--- src/sv/wpc_pkg.sv ---
// Shared types and constants for the weighted Pearson correlation core.
// Used by wpc_controller, wpc_datapath and the top level; no dependencies.
package wpc_pkg;

   localparam int WT_W   = 29;   // weight total
   localparam int SX_W   = 46;   // weighted x / y sums
   localparam int SXX_W  = 59;   // weighted xx / yy sums
   localparam int SXY_W  = 60;   // weighted xy sum
   localparam int VAR_W  = 96;   // variance terms and numerator, two's complement
   localparam int ACC_W  = 216;  // shift-add accumulator
   localparam int LHS_W  = ACC_W - 32;
   localparam int ODD_W  = 17;
   localparam int C2_W   = 2 * ODD_W;
   localparam int Q_W    = 16;
   localparam int BIT_W  = 4;

   localparam logic [1:0] STATUS_OK        = 2'd0;
   localparam logic [1:0] STATUS_NO_WEIGHT = 2'd1;
   localparam logic [1:0] STATUS_ZERO_VAR  = 2'd2;

   localparam logic [Q_W-1:0] Q_LIMIT  = 16'h8000;
   localparam logic [Q_W-1:0] CORR_MAX = 16'h7FFF;

   typedef enum logic [3:0] {
      JOB_W_SXX,
      JOB_SX_SX,
      JOB_W_SYY,
      JOB_SY_SY,
      JOB_W_SXY,
      JOB_SX_SY,
      JOB_VX_VY,
      JOB_NUM_NUM,
      JOB_ODD_SQ,
      JOB_C2_P
   } job_type;

   typedef struct packed {
      logic       mul_start;
      logic       store;
      job_type    job;
      logic       search_init;
      logic       emit;
      logic [1:0] status;
      logic       clear_sums;
   } wpc_cmd_type;

   typedef struct packed {
      logic mul_done;
      logic weight_zero;
      logic var_bad;
      logic last_bit;
   } wpc_stat_type;

endpackage

--- src/sv/wpc_controller.sv ---
// Sequencer for the finishing math: drains the row pipeline, runs the
// multiply jobs in order and drives the bit search. Depends on wpc_pkg.
module wpc_controller
   import wpc_pkg::*;
(
   input  logic         clock,
   input  logic         reset,
   input  logic         start,
   input  logic         last_row,
   input  wpc_stat_type stat,
   output wpc_cmd_type  cmd,
   output logic         busy
);

   typedef enum logic [7:0] {
      S_IDLE      = 8'b0000_0001,
      S_DRAIN1    = 8'b0000_0010,
      S_DRAIN2    = 8'b0000_0100,
      S_CHECK_W   = 8'b0000_1000,
      S_ISSUE     = 8'b0001_0000,
      S_RUN       = 8'b0010_0000,
      S_CHECK_VAR = 8'b0100_0000,
      S_EMIT      = 8'b1000_0000
   } state_type;

   state_type  state_ff, state_in;
   job_type    job_ff, job_in;
   logic [1:0] status_ff, status_in;

   assign busy = (state_ff != S_IDLE);

   always_comb begin
      state_in  = state_ff;
      job_in    = job_ff;
      status_in = status_ff;
      cmd             = '0;
      cmd.job         = job_ff;
      cmd.status      = status_ff;
      unique case (state_ff)
         S_IDLE: begin
            if (start && last_row) state_in = S_DRAIN1;
         end
         S_DRAIN1: state_in = S_DRAIN2;
         S_DRAIN2: state_in = S_CHECK_W;
         S_CHECK_W: begin
            if (stat.weight_zero) begin
               status_in = STATUS_NO_WEIGHT;
               state_in  = S_EMIT;
            end else begin
               job_in   = JOB_W_SXX;
               state_in = S_ISSUE;
            end
         end
         S_ISSUE: begin
            cmd.mul_start = 1'b1;
            state_in      = S_RUN;
         end
         S_RUN: begin
            if (stat.mul_done) begin
               cmd.store = 1'b1;
               state_in  = S_ISSUE;
               unique case (job_ff)
                  JOB_W_SXX:   job_in = JOB_SX_SX;
                  JOB_SX_SX:   job_in = JOB_W_SYY;
                  JOB_W_SYY:   job_in = JOB_SY_SY;
                  JOB_SY_SY:   state_in = S_CHECK_VAR;
                  JOB_W_SXY:   job_in = JOB_SX_SY;
                  JOB_SX_SY:   job_in = JOB_VX_VY;
                  JOB_VX_VY:   job_in = JOB_NUM_NUM;
                  JOB_NUM_NUM: begin
                     cmd.search_init = 1'b1;
                     job_in          = JOB_ODD_SQ;
                  end
                  JOB_ODD_SQ:  job_in = JOB_C2_P;
                  JOB_C2_P: begin
                     if (stat.last_bit) begin
                        status_in = STATUS_OK;
                        state_in  = S_EMIT;
                     end else begin
                        job_in = JOB_ODD_SQ;
                     end
                  end
                  default:     state_in = S_EMIT;
               endcase
            end
         end
         S_CHECK_VAR: begin
            if (stat.var_bad) begin
               status_in = STATUS_ZERO_VAR;
               state_in  = S_EMIT;
            end else begin
               job_in   = JOB_W_SXY;
               state_in = S_ISSUE;
            end
         end
         S_EMIT: begin
            cmd.emit       = 1'b1;
            cmd.clear_sums = 1'b1;
            state_in       = S_IDLE;
         end
         default: state_in = S_IDLE;
      endcase
   end

   always_ff @(posedge clock) begin
      if (reset) begin
         state_ff  <= S_IDLE;
         job_ff    <= JOB_W_SXX;
         status_ff <= STATUS_OK;
      end else begin
         state_ff  <= state_in;
         job_ff    <= job_in;
         status_ff <= status_in;
      end
   end

endmodule

--- config.mk ---
export PLATFORM = sky130hd
export DESIGN_NAME = wpc_controller
export DESIGN_NICKNAME = d
export VERILOG_FILES = /design/src/sv/wpc_pkg.sv /design/src/sv/wpc_controller.sv
export SDC_FILE = /design/constraint.sdc
export NUM_CORES = 1
export LEC_CHECK = 0
export BUFFER_PORTS_ARGS = -buffer_cell sky130_fd_sc_hd__buf_2
export CAP_MARGIN = 25
export CORE_UTILIZATION = 30
export CTS_CLUSTER_DIAMETER = 50
export DETAILED_ROUTE_END_ITERATION = 16
export SYNTH_ARGS = -nofsm -noshare
export SYNTH_HDL_FRONTEND = slang
export SYNTH_SLANG_ARGS = --single-unit
--- constraint.sdc ---
create_clock -name clock -period 2.6 [get_ports clock]
set_input_delay 0.52 -clock clock [delete_from_list [all_inputs] [get_ports clock]]
set_output_delay 0.52 -clock clock [all_outputs]
set_load 0.1 [all_outputs]
======== After elaboration in Yosys (flattened, before gate mapping) ========
Cells that the tools add are included.
cells by class
  muxes and demuxes ....................... 26
  equal/unequal tests ..................... 28
  reduce and logical (&&, ||, !) cells .... 7
operators by type and width
  operator                                                               number
  8-bit one-hot mux with 7 select lines                                  1
  8-bit 2-to-1 mux                                                       5
  4-bit one-hot mux with 9 select lines                                  1
  8-bit one-hot mux with 3 select lines                                  1
  4-bit by 3-bit equality test with 1-bit output, second input constant  4
  4-bit 2-to-1 mux                                                       4
  2-bit != test, second input constant                                   7
  4-bit one-hot mux with 3 select lines                                  1
  6-bit AND reduction                                                    2
  2-bit 2-to-1 mux                                                       5
  10-bit by 1-bit != test with 1-bit output, second input constant       1
  4-bit by 2-bit equality test with 1-bit output, second input constant  2
  4-bit equality test, second input constant                             2
  8-bit by 1-bit equality test with 1-bit output, second input constant  1
  8-bit by 2-bit equality test with 1-bit output, second input constant  1
  8-bit by 3-bit equality test with 1-bit output, second input constant  1
  8-bit by 4-bit equality test with 1-bit output, second input constant  1
  8-bit by 5-bit equality test with 1-bit output, second input constant  1
  8-bit by 6-bit equality test with 1-bit output, second input constant  1
  8-bit by 7-bit equality test with 1-bit output, second input constant  1
  8-bit equality test, second input constant                             1
  8-bit by 1-bit != test with 1-bit output, second input constant        1
  8-bit OR reduction                                                     1
  1-bit 2-to-1 mux                                                       7
  8 further kinds                                                        8
word-level totals
  register bits ........................... 14
  bits of input ports ..................... 8
  output and inout port bits .............. 12
  logic and storage cells ................. 64

======== Depth between registers and ports, before layout ========
Gate-level depths: netlist of the first run.
  word-level depth ........................ 5
  gate-level depth with buffers ........... 7
  gate-level depth less buffers ........... 5

======== Worst setup path after synthesis of the first run ========
OpenSTA, ideal clock, no wires.
  kind .................................... reg-to-output
  from .................................... reg state_ff[2]
  to ...................................... out cmd[4] (netlist name)
  required time ........................... 2.080 ns
  buffers on the path ..................... 2
  setup slack ............................. -1.608 ns
  stages on the path, launching flop included .. 7
  arrival ................................. 3.688 ns
  cells stage by stage .................... dfxtp_1 > buf_6 > or4b_4 > or3_1 > buf_2 > nor2_1 > and3_1
RTL lines
  element                 RTL line               text
  from (decl)             wpc_controller.sv:26   state_type state_ff, state_in;
  from (signal assigned)  wpc_controller.sv:111  state_ff <= state_in;
  to (decl)               wpc_controller.sv:11   output wpc_cmd_type cmd,

==> flow_metrics.tcl, run 1 <==
set metrics [dict create \
    hold_path_end "status_ff[0]$_SDFFE_PP0P_" \
    cp-end-kind "output port" \
    cts_max_path_buffers 2 \
    holdCritStartpoint "status_ff[0]$_SDFFE_PP0P_" \
    status "finished, final reports clean" \
    period_share_pct 98.7 \
    place_hpwl_um 1760 \
    antenna_cells 0 \
    min_period_ps 2570 \
    die_y_um 56.5 \
    synth_seq_cells 14 \
    viasPerCell 5.71 \
    slew_headroom_pct 55.1 \
    slew_violations 0 \
    yosysTopAreaCell "dfxtp_1" \
    io_buffers 19 \
    remaining_drc_errors 0 \
    final_cell_area_um2 1130 \
    grt_max_degree 13 \
    ys_top_cells_by_area "dfxtp_1 (31%), o21ai_0 (6.7%), nor2_1 (5.9%)" \
    cts_root_buf "clkbuf_4" \
    clock-sinks 14 \
    min_path_type "reg2reg" \
    synthDistinctLibCells 40 \
    ys_seq_area_share_pct 31.5 \
    initial_utilization_pct 32.0 \
    num_rows 19 \
    clk_latency_ps 290 \
    netlist_instances 117 \
    drtIter0Drc 42 \
    r2r_slack_ps 570 \
    hold-path-cell-count 2 \
    setup_viol 0 \
    place_area_um2 1040 \
    rsz0062_at_grt "yes" \
    clk_pin_slew_worst_paths_ps 90 \
    avgRoutedWirePerCell_um 14.2 \
    grt_pass1_wl_um 3820 \
    synthArstFlopShare_pct 0 \
    dp_cells 162 \
    num-nets-final 149 \
    ios 20 \
    hold_buffers 0 \
    dieArea_um2 3190 \
    hold_viol_final 0 \
    fin_skew_ps 1.26 \
    syn_area_per_cell_um2 7.61 \
    place_congestion 0.837 \
    synth_warnings 0 \
    max_freq_ghz 0.390 \
    p_leak_nw 0.462 \
    design.core.area_um2 2780 \
    synth_edf_count 0 \
    n_fill_cell 288 \
    yosysTopAreaCellShare_pct 31.5 \
    arrival_ps 2050 \
    finalNonFillerCells 171 \
    vias 976 \
    synth-main-ff-cell "dfxtp_1" \
    power_density_nw_per_um2 443 \
    maxCapViolCount 0 \
    tightest_slew_ps 665 \
    track_usage_pct 15.1 \
    wirelength_um 2430 \
    crit_required_ps 2080 \
    fin_hold_ws_ps 474 \
    rr_startpoint "state_ff[0]$_SDFFE_PP1P_" \
    drive_gt1_share_pct 30.0 \
    area_delta_synth_final_pct 27.4 \
    ant_nets 0 \
    drt-pass1-iter-count 5 \
    cp-start-kind "register" \
    finalPower_mw 0.503 \
    ir_drop_mv 0.497 \
    grt_pass1_vias 871 \
    htreeDepth 1 \
    path_class "reg2out" \
    r2r_cells 5 \
    synth_fp_nets 125 \
    cts_buffers 3 \
    r2r_end "job_ff[3]$_SDFFE_PP0P_" \
    synth_area_um2 891 \
    synthTopCellsByCount "dfxtp_1 (14), nor2_1 (14), o21ai_0 (12)" \
    tritoncts "yes" \
    antenna_found_initial 0 \
    worstPathMaxFanout 5 \
    gr-total-overflow 0 \
    die_width_um 56.5 \
]
[cells in the final DEF, fill, tap and decap left out, drive strengths merged, types with 2 or more instances in the layout]
cell type and instances:
buf 26, nor2 14, dfxtp 14, o21ai 12, nand2 9, a21oi 7
inv 6, or3 5, nor3 4, and4 4, nor2b 4, clkbuf 4
a31oi 3, nor4 3, a21o 2, nand3 2, a2111o 2
[worst max-delay path by stage]
stage	start	endpoint	slack, ps
2_1_floorplan	state_ff[2]$_SDFFE_PP0P_	cmd[4]	-330
3_3_place_gp	state_ff[2]$_SDFFE_PP0P_	cmd[4]	220
4_1_cts	state_ff[2]$_SDFFE_PP0P_	cmd[4]	20
5_1_grt	state_ff[3]$_SDFFE_PP0P_	cmd[4]	-20
6_report	state_ff[3]$_SDFFE_PP0P_	cmd[4]	30
3_5_place_dp	state_ff[5]$_SDFFE_PP0P_	cmd[4]	200
[per-layer routing]
layer / wire, µm / track usage (%)
met5: 0 / 0
met3: 138 / 5.76
met1: 1130 / 18.9
met2: 1150 / 24.9
met4: 7 / 2.79
[flip-flops by register name (all words and copies together), names as in the netlist]
register,cells
state_ff,8
job_ff,4
status_ff,2
[through the flow]
step / setup WS, ps / TNS (ps) / utilization (%)
final: 33.6 / 0 / 40.8
after global routing: -16.9 / -16.9 / 40.8
after CTS: 16.1 / 0 / 39.3
after detailed placement: 201 / 0 / 37.4
after global placement: 216 / 0 / 37.4
after floorplan: -334 / -334 / -
[power by group]
part	switching [mW]	internal [mW]
clock	0.0823	0.0854
sequential	0.00863	0.220
combinational	0.0794	0.0275
total	0.170	0.333
[critical path: stages (launching register included)]
cell     delay (ps)
dfxtp_4         370
or4b_4          560
or3_4           360
nor2_4          100
and3_4          200
buf_12          170
[layout make-up]
class	instances	area (µm²)	area share, %
clock buffer	4	36.3	3.20
inverter	6	22.5	1.98
multi-input combinational	90	569	50.2
sequential	14	290	25.6
tap	31	38.8	3.42
timing repair buffer	26	178	15.7
[cells by family after synthesis]
family                 Yosys count  synth area share (%)
multiplexers                     1                  1.12
buffers and inverters           13                  7.30
flip-flops                      14                  31.5
AO/OA/AOI/OAI                   35                  26.7
XOR/XNOR                         1                 0.983
AND/OR/NAND/NOR                 53                  32.4
[repair_timing]
| item | 4_1_cts | 5_1_grt |
|---|---|---|
| setup buffers | 1 | 4 |
| gates resized for setup | 4 | 4 |
| gates cloned | 0 | 0 |
| setup endpoints to repair | 1 | 2 |
| pin swaps | 1 | 1 |
Power figures use the tool's default switching activity.
==> run 2, diff against run 1 <==
Settings changed: ABC_AREA from default to 1.
==> run 2 against run 1 <==
  * Synthesized area up 22%
  * Die area rose by 21%
  * Final area grew 12%
  * Wire length is 7.8% lower
  * Combinational power increased by 150%
==> flow_metrics.tcl, run 2 <==
set metrics [dict create \
    status "finished, final reports clean" \
    drtIter0Drc 26 \
    ys_top_cells_by_area "dfxtp_1 (26%), nand2_1 (13%), nor2_1 (8.7%)" \
    wirelength_um 2240 \
    cp_slowest_cell "dfxtp_1" \
    avgRoutedWirePerCell_um 9.60 \
    area_delta_synth_final_pct 17.4 \
    min_period_ps 2200 \
    top_regs "state_ff (8), job_ff (4), status_ff (2)" \
    rsz0062_at_grt "no" \
    period_share_pct 84.5 \
    n_fill_cell 354 \
    design.core.area_um2 3390 \
    vias 1036 \
    r2r_end "job_ff[0]$_SDFFE_PP0P_" \
    hold-path-cell-count 2 \
    viasPerCell 4.45 \
    crit_required_ps 2080 \
    switchingPower_mw 0.292 \
    synth-main-ff-cell "dfxtp_1" \
    remaining_drc_errors 0 \
    clock-sinks 14 \
    arrival_ps 1680 \
    path_cells "nand2_1, nor4_4, buf_2" \
    dieArea_um2 3860 \
    slew_violations 0 \
    ys_seq_area_share_pct 25.8 \
    largest_reg_flops 8 \
    top_layer "met4" \
    p_leak_nw 0.654 \
    ant_nets 0 \
    fin_skew_ps 1.07 \
    hold_viol_final 0 \
    crit_start "job_ff[1]$_SDFFE_PP0P_" \
    path_class "reg2out" \
    drt-pass1-iter-count 4 \
    place_congestion 0.790 \
    synth_fp_nets 176 \
    power_density_nw_per_um2 525 \
    gr-total-overflow 0 \
    ir_drop_mv 0.335 \
    min_path_type "in2reg" \
    synth_warnings 0 \
    cts_root_buf "clkbuf_4" \
    synthTopCellsByCount "nand2_1 (39), nor2_1 (25), inv_1 (20)" \
    synthArstFlopShare_pct 0 \
    syn_area_per_cell_um2 6.46 \
    switching_share_pct 43.6 \
    yosysTopAreaCell "dfxtp_1" \
    wl_met3_um 87 \
    tightest_slew_ps 489 \
    grt_pass1_vias 925 \
    utilization_pct 37.6 \
    final_cell_mix "nand2_1 (39), nor2_1 (25), inv_1 (20)" \
    post_cts_buffers 0 \
    cp-start-kind "register" \
    num_rows 21 \
    dr_wl_met2_um 1010 \
    final_common_cell "nand2_1" \
    synth_area_um2 1080 \
    met1_length_um 1110 \
    clock_power_share_pct 23.9 \
    setup_viol 0 \
    netlist_instances 168 \
    hold_path_end "status_ff[0]$_SDFFE_PP0P_" \
    hold_buffers 0 \
    htreeDepth 1 \
    synthDistinctLibCells 26 \
    antenna_found_initial 0 \
    maxCapViolCount 0 \
    initial_utilization_pct 32.0 \
    slew_headroom_pct 67.7 \
    regMostFlops "state_ff" \
    p_seq_share_pct 36.6 \
    place_hpwl_um 1820 \
    comb_power_share_pct 39.6 \
    cts_buffers 3 \
    r2r_cells 12 \
    drive_gt1_share_pct 30.5 \
    yosysTopAreaCellShare_pct 25.8 \
    tritoncts "yes" \
    grt_pass1_wl_um 4020 \
    rr_startpoint "state_ff[6]$_SDFFE_PP0P_" \
    synth_seq_cells 14 \
    die_width_um 62.1 \
    worstPathMaxFanout 9 \
    holdCritStartpoint "reset" \
    io_buffers 19 \
    clk_pin_slew_worst_paths_ps 90 \
    internal_power_mw 0.377 \
    cp-end-kind "output port" \
    track_usage_pct 12.7 \
    final_cell_area_um2 1270 \
    r2r_slack_ps 1000 \
    max_freq_ghz 0.455 \
    yosysMostFrequentCell "nand2_1" \
    synth_edf_count 0 \
    slowest_delay_ps 490 \
    cts_resized 0 \
    ios 20 \
    grt_max_degree 13 \
    cts_max_path_buffers 2 \
    clk_latency_ps 280 \
    die_y_um 62.1 \
    antenna_cells 0 \
    place_area_um2 1240 \
    num-nets-final 196 \
]
[run 2: cell count changes in the layout (fill, tap and decap cells not counted), sizes merged, moves of 4 or more]
cell / change
a21oi: -5
nand3b: +4
nand4: +6
nor2b: -4
o21ai: -10
inv: +24
and4: -4
buf: -7
nand2: +39
nor2: +20
nand3: +11
or3: -5
[run 2: how the worst max path moves through the flow]
stage | end | slack (ps) | cells past startpoint
floorplan | cmd[4] | -400 | 3
global placement | cmd[4] | 700 | 4
detailed placement | cmd[4] | 690 | 4
CTS | cmd[4] | 390 | 6
global route | cmd[4] | 290 | 6
finish | cmd[4] | 400 | 3
[run 2: routing by layer]
metal,track usage (%),up-vias
li1,-,560
met1,17.4,454
met2,19.4,18
met3,3.13,4
met4,3.78,0
met5,0,-
[run 2: layout make-up]
class | count | area, µm² | area share (%)
clock buffers | 4 | 36.3 | 2.85
repair buffers | 19 | 95.1 | 7.47
well taps | 46 | 57.6 | 4.52
flip-flops and latches | 14 | 280 | 22.0
multi-input cells | 119 | 688 | 54.0
inverters | 31 | 116 | 9.14
[run 2: worst max-delay path, delay by kind of cell (launching register included)]
| family | cells | cell delay, ps |
|---|---|---|
| DFF | 1 | 490 |
| buffers and inverters | 1 | 460 |
| and+or+nand+nor | 2 | 450 |
[run 2: kinds of logic (layout without fill, tap and decap cells)]
logic type | Yosys count | count (layout) | share of synthesized area (%)
buf+inv | 35 | 54 | 13.5
simple gates | 113 | 113 | 57.6
flops | 14 | 14 | 25.8
compound gates | 6 | 6 | 3.11
[run 2: through the flow]
step           hold WS, ps  setup slack (ps)  setup TNS (ps)  instances  total power, mW
2_1_floorplan          484              -399            -399        168            0.475
3_3_place_gp           499               703               0        229            0.517
3_5_place_dp           505               686               0        229            0.516
4_1_cts                503               392               0        233            0.675
5_1_grt                485               292               0        233            0.715
6_report               500               403               0        233            0.669
[run 2: power groups by stage]
stage	Combinational, mW	Clock, mW	Sequential [mW]
6_report	0.264	0.160	0.245
5_1_grt	0.291	0.177	0.248
4_1_cts	0.269	0.161	0.245
3_5_place_dp	0.267	0	0.250
3_3_place_gp	0.268	0	0.249
2_1_floorplan	0.228	0	0.247
